[config.mk]
export PLATFORM = sky130hd
export DESIGN_NAME = csyn_note_ctrl
export DESIGN_NICKNAME = d
export VERILOG_FILES = /design/src/rtl/core/csyn_pkg.sv /design/src/rtl/core/csyn_note_ctrl.sv
export SDC_FILE = /design/constraint.sdc
export NUM_CORES = 1
export LEC_CHECK = 0
export ABC_AREA = 1
export BUFFER_PORTS_ARGS = -buffer_cell sky130_fd_sc_hd__buf_2
export CORE_ASPECT_RATIO = 1.2
export CORE_UTILIZATION = 59
export DETAILED_ROUTE_END_ITERATION = 10
export PLACE_DENSITY = 0.81
export SYNTH_ARGS = -nofsm -noshare
export SYNTH_HDL_FRONTEND = slang
export SYNTH_SLANG_ARGS = --single-unit
[constraint.sdc]
create_clock -name clock -period 3.6 [get_ports clock]
set_input_delay 0.72 -clock clock [delete_from_list [all_inputs] [get_ports clock]]
set_output_delay 0.72 -clock clock [all_outputs]
set_load 0.05 [all_outputs]
[src/rtl/core/csyn_pkg.sv]
// ----------------------------------------------------------------------------
// Chord tone synthesizer package
// Word types, control register codes and fixed field widths.
// ----------------------------------------------------------------------------
package csyn_pkg;

   localparam int SAMPLE_W  = 16;
   localparam int VOLUME_W  = 15;
   localparam int SILENCE_W = 16;
   localparam int LENGTH_W  = 16;
   localparam int STEP_W    = 32;
   localparam int CSR_W     = 16;
   localparam int VOICES    = 3;

   localparam logic [VOLUME_W-1:0]  VOLUME_RESET  = 15'd3000;
   localparam logic [SILENCE_W-1:0] SILENCE_RESET = 16'd100;

   typedef enum logic [0:0] {
      OP_LOAD = 1'b0,
      OP_TICK = 1'b1
   } op_type;

   typedef enum logic [0:0] {
      CSR_VOLUME  = 1'b0,
      CSR_SILENCE = 1'b1
   } csr_index_type;

   typedef struct packed {
      op_type              operation;
      logic [STEP_W-1:0]   step_first;
      logic [STEP_W-1:0]   step_second;
      logic [STEP_W-1:0]   step_third;
      logic [LENGTH_W-1:0] note_length;
   } req_word_type;

   typedef struct packed {
      logic signed [SAMPLE_W-1:0] sample;
      logic                       note_over;
   } rsp_word_type;

   typedef struct packed {
      logic valid;
      logic gate;
      logic over;
   } stage_flags_type;

endpackage

[src/rtl/core/csyn_note_ctrl.sv]
// ----------------------------------------------------------------------------
// Note control
// Control registers, phase accumulators, note length and sample counter.
// ----------------------------------------------------------------------------
module csyn_note_ctrl
   import csyn_pkg::*;
#(
   parameter int PHASE_BITS = 32
) (
   input  logic                              clock,
   input  logic                              reset,
   input  logic                              csr_we,
   input  csr_index_type                     csr_index,
   input  logic [CSR_W-1:0]                  csr_wdata,
   input  logic                              advance,
   input  logic                              accept,
   input  req_word_type                      req_word,
   output logic [VOLUME_W-1:0]               volume_ff,
   output stage_flags_type                   s1_flags_ff,
   output logic [VOICES-1:0][PHASE_BITS-1:0] s1_phase_ff
);

   logic [SILENCE_W-1:0]                silence_ff;
   logic [VOICES-1:0][PHASE_BITS-1:0]   phase_ff, phase_in;
   logic [VOICES-1:0][PHASE_BITS-1:0]   step_ff, step_in;
   logic [LENGTH_W-1:0]                 length_ff, length_in;
   logic [LENGTH_W-1:0]                 count_ff, count_in;
   stage_flags_type                     s1_flags_in;
   logic                                gate, over;

   always_ff @(posedge clock) begin
      if (reset) begin
         volume_ff  <= VOLUME_RESET;
         silence_ff <= SILENCE_RESET;
      end else if (csr_we) begin
         case (csr_index)
            CSR_VOLUME:  volume_ff  <= csr_wdata[VOLUME_W-1:0];
            CSR_SILENCE: silence_ff <= csr_wdata[SILENCE_W-1:0];
            default:     volume_ff  <= volume_ff;
         endcase
      end
   end

   // The tone plays while count plus silence is below the note length.
   assign gate = ({1'b0, count_ff} + {1'b0, silence_ff}) < {1'b0, length_ff};
   assign over = count_ff >= length_ff;

   always_comb begin
      phase_in    = phase_ff;
      step_in     = step_ff;
      length_in   = length_ff;
      count_in    = count_ff;
      s1_flags_in = '{valid: 1'b0, gate: gate, over: over};
      if (accept) begin
         if (req_word.operation == OP_LOAD) begin
            step_in[0] = req_word.step_first[PHASE_BITS-1:0];
            step_in[1] = req_word.step_second[PHASE_BITS-1:0];
            step_in[2] = req_word.step_third[PHASE_BITS-1:0];
            phase_in   = '0;
            length_in  = req_word.note_length;
            count_in   = '0;
         end else begin
            s1_flags_in.valid = 1'b1;
            if (gate) begin
               for (int v = 0; v < VOICES; v++) begin
                  phase_in[v] = phase_ff[v] + step_ff[v];
               end
            end
            if (!over) begin
               count_in = count_ff + 1'b1;
            end
         end
      end
   end

   always_ff @(posedge clock) begin
      if (reset) begin
         phase_ff    <= '0;
         step_ff     <= '0;
         length_ff   <= '0;
         count_ff    <= '0;
         s1_flags_ff <= '0;
      end else begin
         phase_ff  <= phase_in;
         step_ff   <= step_in;
         length_ff <= length_in;
         count_ff  <= count_in;
         if (advance) begin
            s1_flags_ff <= s1_flags_in;
         end
      end
   end

   always_ff @(posedge clock) begin
      if (advance) begin
         s1_phase_ff <= phase_ff;
      end
   end

endmodule

==> flow_summary.ini, run 1 <==
[outcome]
status = completed

[run]
maxCapViolations = 0

[yosys]
synth-simple-area-share_pct = 27.6
yosysWarnings = 0
synth_top_family_by_area = simple AND/OR/NAND/NOR gates
post-synth-top-count-cell = nor2_1
synth_top_area_share_pct = 25.5
synth_cells = 2827
syn-num-nets = 3107
yosysTopAreaCell = dfxtp_1
synthXorXnorAreaFrac_pct = 1.99
ys_ff_latch = 354
synth-adder-area-share_pct = 9.12
synth_edf_count = 96
synth_mux_area_share_pct = 0
yosysSeqAreaShare_pct = 39.8
synthTopCellsByCount = 587 x nor2_1, 508 x nand2_1, 304 x a21oi_1
synth.distinct_cells = 40
synth.area.top_cells = dfxtp_1 26%, edfxtp_1 14%, nor2_1 11%
synth_ff_type = dfxtp_1
synth.avg_cell_area_um2 = 7.15
synth_compound_area_share_pct = 14.8
synthArstFlopShare_pct = 0
synth_area_um2 = 20200

[die]
fp.dieW_um = 171
die_area_um2 = 35000
ios = 249
core-area_um2 = 33400
fp.dieH_um = 205
rows = 73
start_util_pct = 60.5

[global_routing]
grt_pass1_vias = 18900
overflow = 0
grt_pass1_wl_um = 91700
antenna_found_initial = 1
grt_usage_pct = 32.6
grt_max_degree = 97

[clocking]
tritoncts = done
cts_buffer_depth = 3
clock_latency_ns = 0.55
postCtsHoldBufs = 0
cts.sinks = 354
h-tree-depth = 2
clk_pin_slew_ns = 0.06
cts_root_buffer = clkbuf_16
cts_made_buffers = 37

[sta]
final.setup_skew_ns = 0.0219
worst_pin_slew_ns = 0.887
slew_headroom_pct = 40.8
period_needed_ns = 3.38
hold_slack_ns = 0.413
post-route-period-util_pct = 93.8
setup_viol = 0
tns_ns = 0
fin_ws_ns = 0.221
hold_viol_final = 0
finalMaxSlewViolations = 0
fmax_mhz = 296

[placement]
dpl.cell_count = 3445
gp_congestion = 0.988
numPortBuffers = 248
dpl_worst_slack_ns = -0.00243
dp_hpwl_um = 41500

[drt]
vias = 19700
drtIter0Drc = 1511
ant_nets = 0
routed_wl_um = 57800
drc = 0
wl_per_cell_um = 16.4
viasPerCell = 5.59
drt-pass1-iter-count = 6

[power]
power_leakage_uw = 0.0106
ir_worst_vdd_mv = 0.416
power_density_nw_per_um2 = 481

[cells_and_area]
final_core_util_pct = 69.4
nets = 3322
drive_gt1_share_pct = 11.5
syn_to_final_growth_pct = 14.7
fin_cells = 3520
nFillCells = 2854

[worst_hold_path]
hold_path.class = input port to flop

[setup_path]
crit_required_ns = 4.03
endpoint_kind = flop
path_cells = ha_1, inv_1, fa_2, nor3_2, nor2_2, o21ai_4, a21oi_1, xnor2_1, ha_1, inv_1, o31a_1, nand2_1, nand2_1, nand2_1, nand2_2, nand3_4, buf_12, buf_6, nand3_1, nand2_1, nor2_1
crit_path_frequent_cell = nand2_1
cp_data_arrival_time_ns = 3.81
path_class = flop to flop
path_delay_family = adder cells
startpoint_type = flop
slowest_delay_ns = 0.36
crit_buf_inv = 4
cp_slowest_cell = fa_2
cp_max_fo = 23
-- registers in the layout (all words and copies together) (netlist names) --
register     flops
step_ff         96
volume_ff       15
phase_ff        96
count_ff        16
s1_phase_ff     96
silence_ff      16
s1_flags_ff      3
length_ff       16
-- metrics by stage --
stage	power [µW]	area [µm²]
after detailed placement	7390	21900
after floorplan	6710	20200
after global placement	7300	21900
final	11200	23200
after global routing	11700	23200
after CTS	11100	23000
-- layout make-up --
cell class	instances	area (µm²)	share of cell area [%]
multi-input cells	2142	10800	46.8
repair buffers	289	1740	7.48
well taps	450	563	2.43
clock inverters	6	41.3	0.178
diodes	1	2.50	0.0108
inverters	218	825	3.56
flip-flops and latches	354	8050	34.7
clock buffers	60	1120	4.85
-- cell families (layout without fill, tap and decap cells) --
logic type,after synthesis,count (layout)
other,0,1
adder cells (fa/ha/maj),145,145
AND/OR/NAND/NOR,1374,1374
buffers and inverters,331,573
AO/OA/AOI/OAI,577,577
XOR/XNOR,46,46
flip-flops,354,354
-- path summary, 6_finish.rpt --
| kind | endpoint | cells past startpoint | start | slack, ns |
|---|---|---|---|---|
| min reg2reg | s1_phase_ff[61] | 0 | phase_ff[61] | 0.46 |
| max reg2reg | phase_ff[76] | 21 | silence_ff[0] | 0.22 |
| min | volume_ff[8] | 3 | csr_wdata[8] | 0.41 |
| max | phase_ff[76] | 21 | silence_ff[0] | 0.22 |
-- timing repair --
action,in CTS,in global routing
cloned,0,4
endpoints found under the setup margin,1,96
resized for setup,3,6
buffers inserted,0,4
pin swaps,0,2
-- layer usage --
metal,wire (µm),share of wire [%],track usage [%]
met1,24500,42,40.9
met2,27300,47,55.8
met3,3690,6.4,4.19
met4,2310,4.0,14.1
met5,0,0,0
-- report_power, final --
| part | leakage, µW | switching, µW | internal, µW |
|---|---|---|---|
| Clock | 0.000562 | 1590 | 2140 |
| Combinational | 0.00693 | 1840 | 868 |
| Sequential | 0.00311 | 244 | 4490 |
-- cells in the final DEF, fill, tap and decap left out, drive strengths merged, types with 4 or more instances in the layout --
| cell | synthesis | routed |
|---|---|---|
| a21o | 7 | 7 |
| a21oi | 305 | 305 |
| buf | 44 | 286 |
| clkbuf | 69 | 63 |
| clkinv | 1 | 5 |
| dfxtp | 258 | 258 |
| edfxtp | 96 | 96 |
| fa | 4 | 4 |
| ha | 141 | 141 |
| inv | 217 | 217 |
| nand2 | 509 | 509 |
| nand3 | 207 | 207 |
| nand3b | 7 | 7 |
| nand4 | 15 | 15 |
| nor2 | 588 | 588 |
| nor3 | 32 | 32 |
| nor4 | 8 | 8 |
| o21a | 12 | 12 |
| o21ai | 237 | 237 |
| o21bai | 11 | 11 |
| xnor2 | 24 | 24 |
| xor2 | 22 | 22 |
-- worst register-to-register path, stage by stage (launching register included) --
cell and delay [ns]:
dfxtp_1 0.34, ha_1 0.17, inv_1 0.05, fa_2 0.36
nor3_2 0.14, nor2_2 0.09, o21ai_4 0.20, a21oi_1 0.14
xnor2_1 0.15, ha_1 0.29, inv_1 0.05, o31a_1 0.28
nand2_1 0.06, nand2_1 0.05, nand2_1 0.07, nand2_2 0.08
nand3_4 0.09, buf_12 0.15, buf_6 0.26, nand3_1 0.12
nand2_1 0.07, nor2_1 0.04
(Power assumes the default switching activity.)
==> inputs of run 2 (changes only) <==
--- a/config.mk
+++ b/config.mk
@@ -7,10 +7,12 @@
 export LEC_CHECK = 0
 export ABC_AREA = 1
 export BUFFER_PORTS_ARGS = -buffer_cell sky130_fd_sc_hd__buf_2
+export CELL_PAD_IN_SITES_DETAIL_PLACEMENT = 1
+export CELL_PAD_IN_SITES_GLOBAL_PLACEMENT = 1
 export CORE_ASPECT_RATIO = 1.2
-export CORE_UTILIZATION = 59
+export CORE_UTILIZATION = 43
 export DETAILED_ROUTE_END_ITERATION = 10
-export PLACE_DENSITY = 0.81
+export PLACE_DENSITY_LB_ADDON = 0.1
 export SYNTH_ARGS = -nofsm -noshare
 export SYNTH_HDL_FRONTEND = slang
 export SYNTH_SLANG_ARGS = --single-unit
==> run 2 against run 1 <==
Net effect: clock skew shrank 0.0098 ns; register-to-register slack worse by 0.10 ns; clock-buffer cell count shrank 8.
==> flow_summary.ini, run 2 (synthesis results as in run 1) <==
[placement]
dpl_worst_slack_ns = -0.0176
gp_congestion = 0.934
numPortBuffers = 248
dp_hpwl_um = 48300

[power]
ir_worst_vdd_mv = 0.363
power_leakage_uw = 0.0110
power_density_nw_per_um2 = 487

[setup_path]
startpoint = count_ff[0]
path_cells = ha_4, inv_2, fa_2, nor3_2, nor2_2, o21ai_4, xor2_1, ha_1, nand2_1, inv_1, nor2_1, o21a_1, nand2_1, nand2_1, nand2_1, nand2_1, nand2_1, nand2_2, nand3_4, clkbuf_16, clkbuf_16, a21oi_1, nor2_1
timing.rr.start = count_ff[0]
cp_max_fo = 13
crit_buf_inv = 4
endpoint_kind = flop
cp_slowest_cell = fa_2
path_delay_family = simple AND/OR/NAND/NOR gates
crit_required_ns = 4.06
cp_data_arrival_time_ns = 3.94
crit_path_frequent_cell = nand2_1
startpoint_type = flop
slowest_delay_ns = 0.41
path_class = flop to flop

[sta]
period_needed_ns = 3.48
tns_ns = 0
hold_viol_final = 0
post-route-period-util_pct = 96.7
fin_ws_ns = 0.120
slew_headroom_pct = 39.2
worst_pin_slew_ns = 0.912
fmax_mhz = 287
finalMaxSlewViolations = 0
rsz0062_at_grt = yes
final.setup_skew_ns = 0.0121
setup_viol = 0

[drt]
ant_nets = 0
viasPerCell = 5.38
drc = 0
vias = 20000
routed_wl_um = 68300
drt-pass1-iter-count = 5
wl_per_cell_um = 18.4
drtIter0Drc = 742

[clocking]
cts_made_buffers = 39
cts.sinks = 354
postCtsHoldBufs = 0
tritoncts = done
cts_buffer_depth = 3
clock_latency_ns = 0.57
cts_root_buffer = clkbuf_16
clk_pin_slew_ns = 0.06
h-tree-depth = 2

[global_routing]
grt_max_degree = 180
busiest_layer = met2
antenna_found_initial = 3
grt.met2_usage_pct = 50.0
use_met3_pct = 3.32
grt_pass1_vias = 20400
grtUsageMet1_pct = 32.5
grt_usage_pct = 27.2
grt_pass1_wl_um = 104000
overflow = 0

[die]
start_util_pct = 43.8
fp.dieH_um = 240
ios = 249
fp.dieW_um = 200
core-area_um2 = 46200
die_area_um2 = 47900
rows = 86

[outcome]
status = completed

[cells_and_area]
final_cell_mix = 585 x nor2_1, 502 x nand2_1, 256 x dfxtp_1
reg.largest.list = phase_ff (96), s1_phase_ff (96), step_ff (96)
final_common_cell = nor2_1
drive_gt1_share_pct = 15.2
nets = 3344
syn_to_final_growth_pct = 20.1

[run]
maxCapViolations = 0

[worst_hold_path]
hp-start = csr_wdata[11]
hold_path.class = input port to flop
-- run 2: changes by cell type in the layout (fill, tap and decap cells not counted), moves of 3 or more --
cell / delta
clkbuf_16: +12
nand3_1: -16
buf_4: +3
nand2_2: +5
nand2_1: -5
a21oi_1: -54
nand3_2: +16
clkinv_2: +10
clkbuf_1: -9
buf_16: +5
a21oi_2: +52
-- run 2: worst register-to-register path, stage by stage, from the launching register on --
cell       delay (ns)
dfxtp_2          0.36
ha_4             0.14
inv_2            0.04
fa_2             0.41
nor3_2           0.14
nor2_2           0.08
o21ai_4          0.18
xor2_1           0.19
ha_1             0.27
nand2_1          0.07
inv_1            0.04
nor2_1           0.10
o21a_1           0.12
nand2_1          0.06
nand2_1          0.06
nand2_1          0.05
nand2_1          0.05
nand2_1          0.05
nand2_2          0.13
nand3_4          0.17
clkbuf_16        0.25
clkbuf_16        0.18
a21oi_1          0.16
nor2_1           0.07
-- run 2: metal layers --
| layer | routed length (µm) | vias up |
|---|---|---|
| li1 | - | 9846 |
| met5 | 0 | - |
| met1 | 29100 | 9675 |
| met3 | 2480 | 113 |
| met4 | 2100 | 0 |
| met2 | 34700 | 336 |
-- run 2: report_power, final --
part / internal (µW) / switching (µW) / total, µW
combinational: 1040 / 2010 / 3040
clock: 2340 / 1690 / 4030
sequential: 4490 / 257 / 4750
total: 7870 / 3960 / 11800
-- run 2: area by class of cell --
| class | count | area (µm²) |
|---|---|---|
| Sequential cell | 354 | 8050 |
| Timing Repair Buffer | 309 | 2160 |
| Clock inverter | 19 | 148 |
| Fill cell | 5926 | 21900 |
| Clock buffer | 52 | 1130 |
| Multi-Input combinational cell | 2142 | 11200 |
| Inverter | 218 | 825 |
| Tap cell | 616 | 771 |
| Antenna cell | 2 | 5.00 |
-- run 2: repair_timing --
item / CTS / global route
buffers inserted: 2 / 4
pin swaps: 1 / 30
gates cloned: 2 / 16
resized for setup: 5 / 99
setup endpoints to repair: 10 / 96
-- run 2: metrics by stage --
| step | cells | power (µW) | hold slack, ns | instance area (µm²) | util (%) |
|---|---|---|---|---|---|
| floorplan | 2827 | 6710 | 0.437 | 20200 | - |
| finish | 3712 | 11800 | 0.380 | 24300 | 52.6 |
| global placement | 3615 | 7400 | 0.438 | 22100 | 47.9 |
| global route | 3710 | 12400 | 0.376 | 24300 | 52.6 |
| CTS | 3690 | 11600 | 0.352 | 23500 | 50.9 |
| detailed placement | 3615 | 7500 | 0.443 | 22100 | 47.9 |
-- run 2: path summary, 6_finish.rpt --
| check | end | slack [ns] | cells after the start |
|---|---|---|---|
| setup / recovery | phase_ff[75] | 0.12 | 23 |
| hold / removal | volume_ff[11] | 0.38 | 3 |
| setup reg to reg | phase_ff[75] | 0.12 | 23 |
| hold reg to reg | volume_ff[11] | 0.45 | 2 |
==> inputs of run 3 (changes only) <==
==> constraint.sdc (replaced) <==
create_clock -name clock -period 3.6 [get_ports clock]
set_input_delay 0 -clock clock [delete_from_list [all_inputs] [get_ports clock]]
set_output_delay 0 -clock clock [all_outputs]
set_load 0.05 [all_outputs]
==> run 3 against run 2 <==
Net effect: core utilization up 1.9 points; clock-buffer cell count up 13; power down 0.33%; critical endpoint is now phase_ff[74]; highest routed layer is now met5.
==> flow_summary.ini, run 3 (synthesis results as in run 1) <==
[sta]
rsz0062_at_grt = yes
tns_ns = 0
hold_viol_final = 0
setup_viol = 0
finalMaxSlewViolations = 0
slew_headroom_pct = 37.0
fmax_mhz = 282
fin_ws_ns = 0.0582
final.setup_skew_ns = 0.0211
post-route-period-util_pct = 98.4
worst_pin_slew_ns = 0.946
period_needed_ns = 3.54
hold_slack_ns = 0.0387

[worst_hold_path]
hold_path.class = input port to flop

[clocking]
cts_buffer_depth = 3
h-tree-depth = 2
cts.sinks = 354
clk_pin_slew_ns = 0.06
clock_latency_ns = 0.58
cts_made_buffers = 38
tritoncts = done
cts_root_buffer = clkbuf_16

[cells_and_area]
nFillCells = 5887
reg.largest.list = phase_ff (96), s1_phase_ff (96), step_ff (96)
nets = 3470
final_common_cell = nor2_1
syn_to_final_growth_pct = 24.5
final_cell_mix = 585 x nor2_1, 505 x nand2_1, 281 x a21oi_1
final_core_util_pct = 54.5
drive_gt1_share_pct = 12.5
final_area_um2 = 25200

[power]
power_frac_comb_pct = 25.5
power_density_nw_per_um2 = 468
p_switching_uw = 3930
seqPwrFrac_pct = 40.4
p_int_uw = 7860
power_leakage_uw = 0.0113
p_sw_share_pct = 33.3
ir_worst_vdd_mv = 0.354
p_clk_share_pct = 34.1

[die]
fp.dieH_um = 240
ios = 249
rows = 86
fp.dieW_um = 200
start_util_pct = 43.8
core-area_um2 = 46200
die_area_um2 = 47900

[drt]
drt-pass1-iter-count = 5
wl_per_cell_um = 18.9
vias = 20500
ant_nets = 0
drc = 0
viasPerCell = 5.35
routed_wl_um = 72600
drtIter0Drc = 738

[setup_path]
cp_max_fo = 8
crit_required_ns = 4.09
path_class = flop to flop
endpoint_kind = flop
startpoint_type = flop
cp_data_arrival_time_ns = 4.03

[placement]
dpl_worst_slack_ns = -0.0917
dp_hpwl_um = 48700
numPortBuffers = 248
gp_congestion = 0.915
post_dp_cell_area_um2 = 22000

[global_routing]
grt_pass1_vias = 21700
grt_pass1_wl_um = 111000
grt_usage_pct = 29.1
overflow = 0
antenna_found_initial = 5
grt_max_degree = 209

[run]
maxCapViolations = 0

[outcome]
status = completed
## run 3: area by class of cell
cell class              count  area, µm²  area share (%)
clock buffers              65       1210            4.80
repair buffers            436       3240            12.9
well taps                 616        771            3.06
inverters                 218        825            3.28
diodes                      3       7.51          0.0298
multi-input cells        2142      11000            43.8
clock inverters             5       48.8           0.194
flip-flops and latches    354       8050            32.0
## run 3: power groups by stage
stage | Sequential, µW | Clock, µW | Combinational [µW]
finish | 4760 | 4010 | 3010
global route | 4790 | 4240 | 3320
CTS | 4750 | 4100 | 2800
detailed placement | 4830 | 0 | 2650
global placement | 4820 | 0 | 2560
floorplan | 5160 | 0 | 1550
## run 3: routing by layer
layer / GRT usage (%) / part of all wire [%] / wire [µm]
met3: 3.91 / 3.5 / 2520
met1: 33.3 / 41 / 29800
met2: 53.8 / 52 / 37600
met5: 0 / 0.044 / 32
met4: 11.3 / 3.7 / 2690
## run 3: path summary, 6_finish.rpt
check	to	startpoint	slack (ns)	depth (start not counted)
worst max-delay path	phase_ff[74]	count_ff[4]	0.06	18
worst max register to register	phase_ff[74]	count_ff[4]	0.06	18
worst min-delay path	phase_ff[95]	req_word[112]	0.04	6
worst min register to register	volume_ff[11]	volume_ff[11]	0.45	2
## run 3: critical path: stages, from the launching register on
cell       delay, ns
dfxtp_2         0.37
ha_1            0.34
inv_1           0.12
nor3_1          0.32
a21oi_2         0.12
nor2_1          0.13
o21ai_2         0.10
o21ai_0         0.23
xor2_1          0.11
ha_1            0.19
nor2_1          0.11
nand4_1         0.16
a21oi_4         0.24
nand3_4         0.16
clkbuf_16       0.23
clkbuf_16       0.19
nand3_1         0.08
nand2_1         0.08
nor2_2          0.14
## run 3: through the flow
stage / cells / power, µW
finish: 3839 / 11800
global route: 3839 / 12400
CTS: 3823 / 11600
detailed placement: 3612 / 7480
global placement: 3612 / 7380
floorplan: 2827 / 6710
## run 3: repair_timing
action	CTS	global route
gates resized for setup	5	52
setup buffers	0	3
pin swaps	0	19
hold buffers	141	0
endpoints found under the setup margin	96	96
cloned	0	10
hold endpoints to repair	184	0
